## src/rtl/idab_pkg.sv

```systemverilog
`timescale 1ns / 1ps
package idab_pkg;

   localparam int ID_BITS_DEF   = 12;
   localparam int MAP_WORDS_DEF = 64;
   localparam int WORD_W        = 64;
   localparam int WORD_AW       = 6;

   localparam logic [1:0] KIND_ALLOC   = 2'd0;
   localparam logic [1:0] KIND_FREE    = 2'd1;
   localparam logic [1:0] KIND_RESERVE = 2'd2;
   localparam logic [1:0] KIND_CLEAR   = 2'd3;

   localparam logic [2:0] ST_OK        = 3'd0;
   localparam logic [2:0] ST_RANGE     = 3'd1;
   localparam logic [2:0] ST_FREE      = 3'd2;
   localparam logic [2:0] ST_INUSE     = 3'd3;
   localparam logic [2:0] ST_EXHAUSTED = 3'd4;

   // Position of the lowest set bit, found by halving the word six times.
   function automatic logic [WORD_AW-1:0] first_set(input logic [WORD_W-1:0] v);
      logic [WORD_W-1:0]  w;
      logic [WORD_AW-1:0] p;
      logic [WORD_W-1:0]  low;
      w = v;
      p = '0;
      for (int lvl = WORD_AW - 1; lvl >= 0; lvl--) begin
         low = (WORD_W'(1) << (1 << lvl)) - WORD_W'(1);
         if ((w & low) == '0) begin
            p[lvl] = 1'b1;
            w = w >> (1 << lvl);
         end
      end
      return p;
   endfunction

endpackage

```

## src/rtl/idab_bitmap.sv

```systemverilog
`timescale 1ns / 1ps
module idab_bitmap #(
   parameter int DEPTH = idab_pkg::MAP_WORDS_DEF,
   localparam int AW   = $clog2(DEPTH)
) (
   input  logic                       clock,
   input  logic                       reset,
   input  logic                       clear_start,
   output logic                       busy,
   input  logic                       rd_en,
   input  logic                       wr_en,
   input  logic [AW-1:0]              addr,
   input  logic [idab_pkg::WORD_W-1:0] wr_data,
   output logic [idab_pkg::WORD_W-1:0] rd_data
);
   import idab_pkg::*;

   logic [WORD_W-1:0] mem [DEPTH];
   logic [WORD_W-1:0] rd_data_ff;
   logic              sweep_ff, sweep_in;
   logic [AW-1:0]     sweep_addr_ff, sweep_addr_in;

   // The sweep writes one zero word per cycle after reset and on a clear.
   always_comb begin
      sweep_in      = sweep_ff;
      sweep_addr_in = sweep_addr_ff;
      if (clear_start) begin
         sweep_in      = 1'b1;
         sweep_addr_in = '0;
      end else if (sweep_ff) begin
         sweep_addr_in = sweep_addr_ff + 1'b1;
         if (sweep_addr_ff == AW'(DEPTH - 1)) begin
            sweep_in = 1'b0;
         end
      end
   end

   always_ff @(posedge clock) begin
      if (reset) begin
         sweep_ff      <= 1'b1;
         sweep_addr_ff <= '0;
      end else begin
         sweep_ff      <= sweep_in;
         sweep_addr_ff <= sweep_addr_in;
      end
   end

   always_ff @(posedge clock) begin
      if (sweep_ff) begin
         mem[sweep_addr_ff] <= '0;
      end else if (wr_en) begin
         mem[addr] <= wr_data;
      end
      if (rd_en) begin
         rd_data_ff <= mem[addr];
      end
   end

   assign busy    = sweep_ff;
   assign rd_data = rd_data_ff;

endmodule

```

## config.mk

```make
export PLATFORM = sky130hd
export DESIGN_NAME = idab_bitmap
export DESIGN_NICKNAME = d
export VERILOG_FILES = /design/src/rtl/idab_pkg.sv /design/src/rtl/idab_bitmap.sv
export SDC_FILE = /design/constraint.sdc
export NUM_CORES = 2
export LEC_CHECK = 0
export BUFFER_PORTS_ARGS = -buffer_cell sky130_fd_sc_hd__buf_2
export CORE_ASPECT_RATIO = 0.9
export CORE_MARGIN = 4
export CORE_UTILIZATION = 50
export DETAILED_ROUTE_END_ITERATION = 10
export GPL_ROUTABILITY_DRIVEN = 0
export GPL_TIMING_DRIVEN = 0
export MAX_ROUTING_LAYER = met4
export PLACE_DENSITY = 0.68
export SLEW_MARGIN = 20
export SYNTH_ARGS = -nofsm -noshare
export SYNTH_HDL_FRONTEND = slang
export SYNTH_SLANG_ARGS = --single-unit
```

## constraint.sdc

```tcl
create_clock -name clock -period 5.4 [get_ports clock]
set_clock_uncertainty 0.15 [all_clocks]
set_input_delay 0.54 -clock clock [delete_from_list [all_inputs] [get_ports clock]]
set_output_delay 0.54 -clock clock [all_outputs]
set_load 0.05 [all_outputs]
```

# == After elaboration in Yosys (flattened, before gate mapping) ==
# Memories as Yosys holds them, arrays and structs flattened. A register that Yosys moved wholly into a read port is not among the register bits.
# Index checks and enable logic that the tools add are counted.
# totals
reg_bits,7
mem_bits_rw,4096
out_inout_bits,65
elab_cells,17
mem_count,1
# classes
n_addsub,1
eq_ne,1
n_mux,10
n_reduce_logical,2
# mem_list
name,words,word_bits,rd,rd_clocked_by_memory_dff,write_ports,line_no,rtl
mem,64,64,1,1,1,idab_bitmap.sv:18,logic [WORD_W-1:0] mem [DEPTH];
# op_table
operator,n
64-bit 2-to-1 mux,1
64-bit OR reduction,1
1-bit 2-to-1 mux,8
"6-bit by 1-bit adder with 6-bit output, second input constant",1
"6-bit equality test, second input constant",1
6-bit 2-to-1 mux,1
2-bit OR reduction,1

# == Longest topological paths before layout ==
# logic_depth
ltp_word,5
depth_mapped,8

# == Worst setup path before layout ==
# Ideal clock, no wire load.
# synth_timing
path_kind,in2reg
start,input port addr[0]
end,"memory mem[20][0], enable pin"
setup_ns,0.487
t_arrival_ns,4.610
setup_slack_ns,0.154
stages,8
cell_sequence,buf_2 > buf_6 > buf_6 > buf_2 > or4b_1 > o31ai_1 > nand2_1 > nor2_1
# synth_via
elab_chain_len,1
# synth_rtl
item,line_no,rtl
from (decl),idab_bitmap.sv:12,"input logic [AW-1:0] addr,"
6-bit 2-to-1 mux (no source line),--,
to (decl),idab_bitmap.sv:18,
# No other way between the ends.

# == Worst setup path in the final report ==
# layout_timing
start,input port addr[1]
end,"memory mem[15][3], enable pin"
# The elaborated chain is that of the path after synthesis.

==> summary.md <==
| Metric | Value |
|---|---|
| Status | finished, violations left |
| Failing checks | setup timing |
| Detailed Routing Iterations Pass 1 | 7 |
| Final routed DRC violation total | 0 |
| Crit Path Max Fanout | 16 |
| Worst slew margin | 15.5% |
| Clock-pin slew on the worst setup and hold paths | approximately 0.06 ns |
| Top_reg_cell synth | edfxtp_1 |
| Max_cap viols | 0 |
| Simple-Gate Fraction of Synth Area | 1.21% |
| Number of synthesized flops with an enable pin | 4,160 |
| Xor-xnor portion of the synthesized cell area | 0.0223% |
| Crit. End Element | flip-flop |
| First-pass GRT wire length | 679 mm |
| TritonCTS clock tree | yes |
| H-tree depth | 5 |
| # nets final | approximately 7,600 |
| Post-DR vias/cell | roughly 6.9 |
| Die ar. | 323,000 um^2 |
| Syn_area_per_cell | ~24 um^2 |
| Combinational group share of total power | under 10% |
| Pwr dens | 362 nW/um^2 |
| Main combinational cell family by area after synthesis | multiplexers |
| Seq cells post-synth | 4,167 |
| Most frequent cells in the layout | edfxtp_1, mux4_2, clkbuf_16 |
| Die height | 540 um |
| Clk_lat worst skew | 0.99 ns |
| HPWL after DPL | 340 mm |
| Compound-cell area share of the yosys netlist | 2.86% |
| FF+latch area | 125,000 um^2 |
| Final setup margin | -0.0728 ns |
| Vias | 82,800 |
| WL per Instance | 41.5 um |
| Final Hold Violating Endpoints | 0 |
| CP required | 5.92 ns |
| Antenna Nets Post-Route | 0 |
| Port Buf Inserts | 137 |
| Worst Hold Class | in2reg |
| Final setup violation count | 16 |
| Chip width | 599 um |
| Initial Utilization | roughly half |
| Layout area overhead | 17.9% |
| Critical path class | in2reg |
| Internal power | 52.5 mW |
| Core area | 311,000 um^2 |
| Clock Sinks | 4,167 |
| CTS Buffer Depth | 4 |
| Register area share after synthesis | 79.6% |
| RSZ-0062 raised after global routing | false |
| Initial antenna violation count | 30 |
| Final Core Density | 59.5% |
| Synth cell types | 40 |
| Share of post-route cells with drive strength above 1 | 30.7% |
| Largest net degree at the start of global routing | 65 |
| Grt ovf | 0 |
| Clk Tree Root Cell | clkbuf_16 |
| Detailed Route WL | between 400 and 500 mm |
| Post-layout min period | 5.47 ns |
| Sequential Power Share | a little over half |
| WP data arrival | 5.99 ns |
| Max-slew violations | 0 |
| Synth warn | 0 |
| Site Rows | 194 |
| Post-synth ARST share | 0% |
| Syn_nets | 6,706 |
| Setup crit start kind | input pin |
| Vias in the first global route | roughly 80,000 |
| Worst-Margin Slew | 1.27 ns |
| Sw Pwr | 14.5 mW |
| Area taken by multi-input logic gates | 30,900 um^2 |
| Area share of fa/ha/maj cells after synthesis | 0.00797% |
| # fillers | 21,000 |
| Number of top-level pins | 140 |
| Max Freq | ~180 MHz |
| Multiplexer share of the synthesized area | 15.2% |
| Syn Inst Count | around 6,600 |
| Number of buffers created by CTS | roughly 410 |
| Max IR drop VDD | between 0.3 and 0.4 mV |
| Commonest non-fill, non-tap cell in the layout | edfxtp_1 |
| Clk network pwr share | 43.0% |
| Finished Layout Cells | 12,000 |
| Post-Syn Area | 157,000 um^2 |
| Crit share post-route | 101% |
| P_leak | 54.8 nW |
| Placed Instances | around 11,000 |
| GR Util All Layers | between 30% and 40% |
| Switching share of power | a little over a fifth |
| Initial DRC count | 14,900 |
## cells in the mapped netlist, types with 3 or more instances
| cell | count | share of area (%) |
|---|---|---|
| clkbuf_1 | 182 | 0.44 |
| mux4_2 | 1024 | 15 |
| buf_6 | 12 | 0.086 |
| o221ai_1 | 108 | 0.60 |
| nand2b_1 | 7 | 0.028 |
| mux2i_1 | 71 | 0.45 |
| o211a_1 | 64 | 0.41 |
| edfxtp_1 | 4160 | 80 |
| buf_1 | 54 | 0.13 |
| or3b_2 | 3 | 0.017 |
| buf_2 | 119 | 0.38 |
| a221oi_1 | 23 | 0.13 |
| nor2b_1 | 9 | 0.036 |
| a21oi_1 | 45 | 0.14 |
| o22ai_1 | 81 | 0.32 |
| or2_2 | 3 | 0.012 |
| a22oi_1 | 236 | 1.1 |
| and2_1 | 66 | 0.26 |
| nor2_1 | 139 | 0.33 |
| nand2_1 | 43 | 0.10 |
| nand3b_1 | 4 | 0.019 |
| dfxtp_1 | 7 | 0.089 |
| nand3_1 | 112 | 0.36 |
| o21ai_0 | 4 | 0.013 |
| buf_4 | 12 | 0.057 |
| a211oi_1 | 17 | 0.081 |
| mux2_2 | 4 | 0.029 |
| nand4_1 | 3 | 0.012 |
## state kept, by name, summed over array words and instances, names as in the netlist
signal         flops
sweep_addr_ff      6
busy               1
rd_data           64
mem             4096
## power by group through the flow
stage / sequential, mW / clock (mW) / combinational (mW)
after floorplan: 36.1 / 0 / 1.46
final: 35.2 / 28.8 / 2.99
after detailed placement: 35.9 / 0 / 2.91
after CTS: 35.2 / 28.9 / 2.94
after global placement: 35.9 / 0 / 2.82
after global routing: 35.2 / 30.3 / 3.05
## layer usage
metal / vias to the layer above / track usage [%] / part of all wire [%]
met3: 1413 / 10.2 / 14
met2: 7111 / 45.0 / 45
met4: 0 / 16.7 / 6.7
met5: - / - / 0
li1: 30700 / - / -
met1: 43600 / 41.6 / 34
## path summary, 6_finish.rpt
path / startpoint / end / slack (ns) / depth (start not counted)
worst max-delay path: addr[1] / mem[15][3] / -0.07 / 10
worst min-delay path: wr_data[27] / mem[34][27] / 0.06 / 2
worst max register to register: busy / mem[15][3] / 0.78 / 8
worst min register to register: sweep_addr_ff[3] / sweep_addr_ff[3] / 0.52 / 2
## timing repair
action	4_1_cts	5_1_grt
endpoints found under the hold margin	124	0
setup endpoints to repair	0	12
buffers inserted	0	1
gates resized for setup	0	0
hold buffers	11	0
## through the flow
| stage | hold slack [ns] | power (mW) | setup TNS [ns] | worst slack [ns] | area (um^2) |
|---|---|---|---|---|---|
| after CTS | 0.00985 | 67.0 | 0 | 0.180 | 185000 |
| final | 0.0574 | 67.0 | -0.899 | -0.0728 | 185000 |
| after global placement | 0.410 | 38.7 | - | -6.82 | 163000 |
| after floorplan | 0.355 | 37.5 | 0 | 0.154 | 157000 |
| after global routing | 0.0451 | 68.6 | 0 | 0.115 | 185000 |
| after detailed placement | 0.464 | 38.8 | -178.93 | -0.775 | 171000 |
## critical path, stage by stage
cell and delay [ns]:
buf_2 0.46, buf_2 0.74, buf_2 0.70, buf_2 0.71
nand2_1 0.21, mux2i_1 0.39, nand2_1 0.53, nor2_4 1.09
buf_16 0.26, buf_12 0.19
## cell type report
cell class	count	area share, %
Timing Repair Buffer	493	4.73
Inverter	1	0.00203
Buffer	379	0.953
Multi-Input combinational cell	2083	16.7
Antenna cell	36	0.0486
Sequential cell	4167	67.5
Tap cell	4116	2.78
Clock inverter	266	1.66
Clock buffer	483	5.63
## kinds of logic after synthesis
kind of cell	after synthesis
flops	4167
compound gates	585
mux	1099
simple gates	394
xor+xnor	4
fa+ha+maj	1
buf+inv	380
No activity file was read; power rests on OpenSTA's default activity.
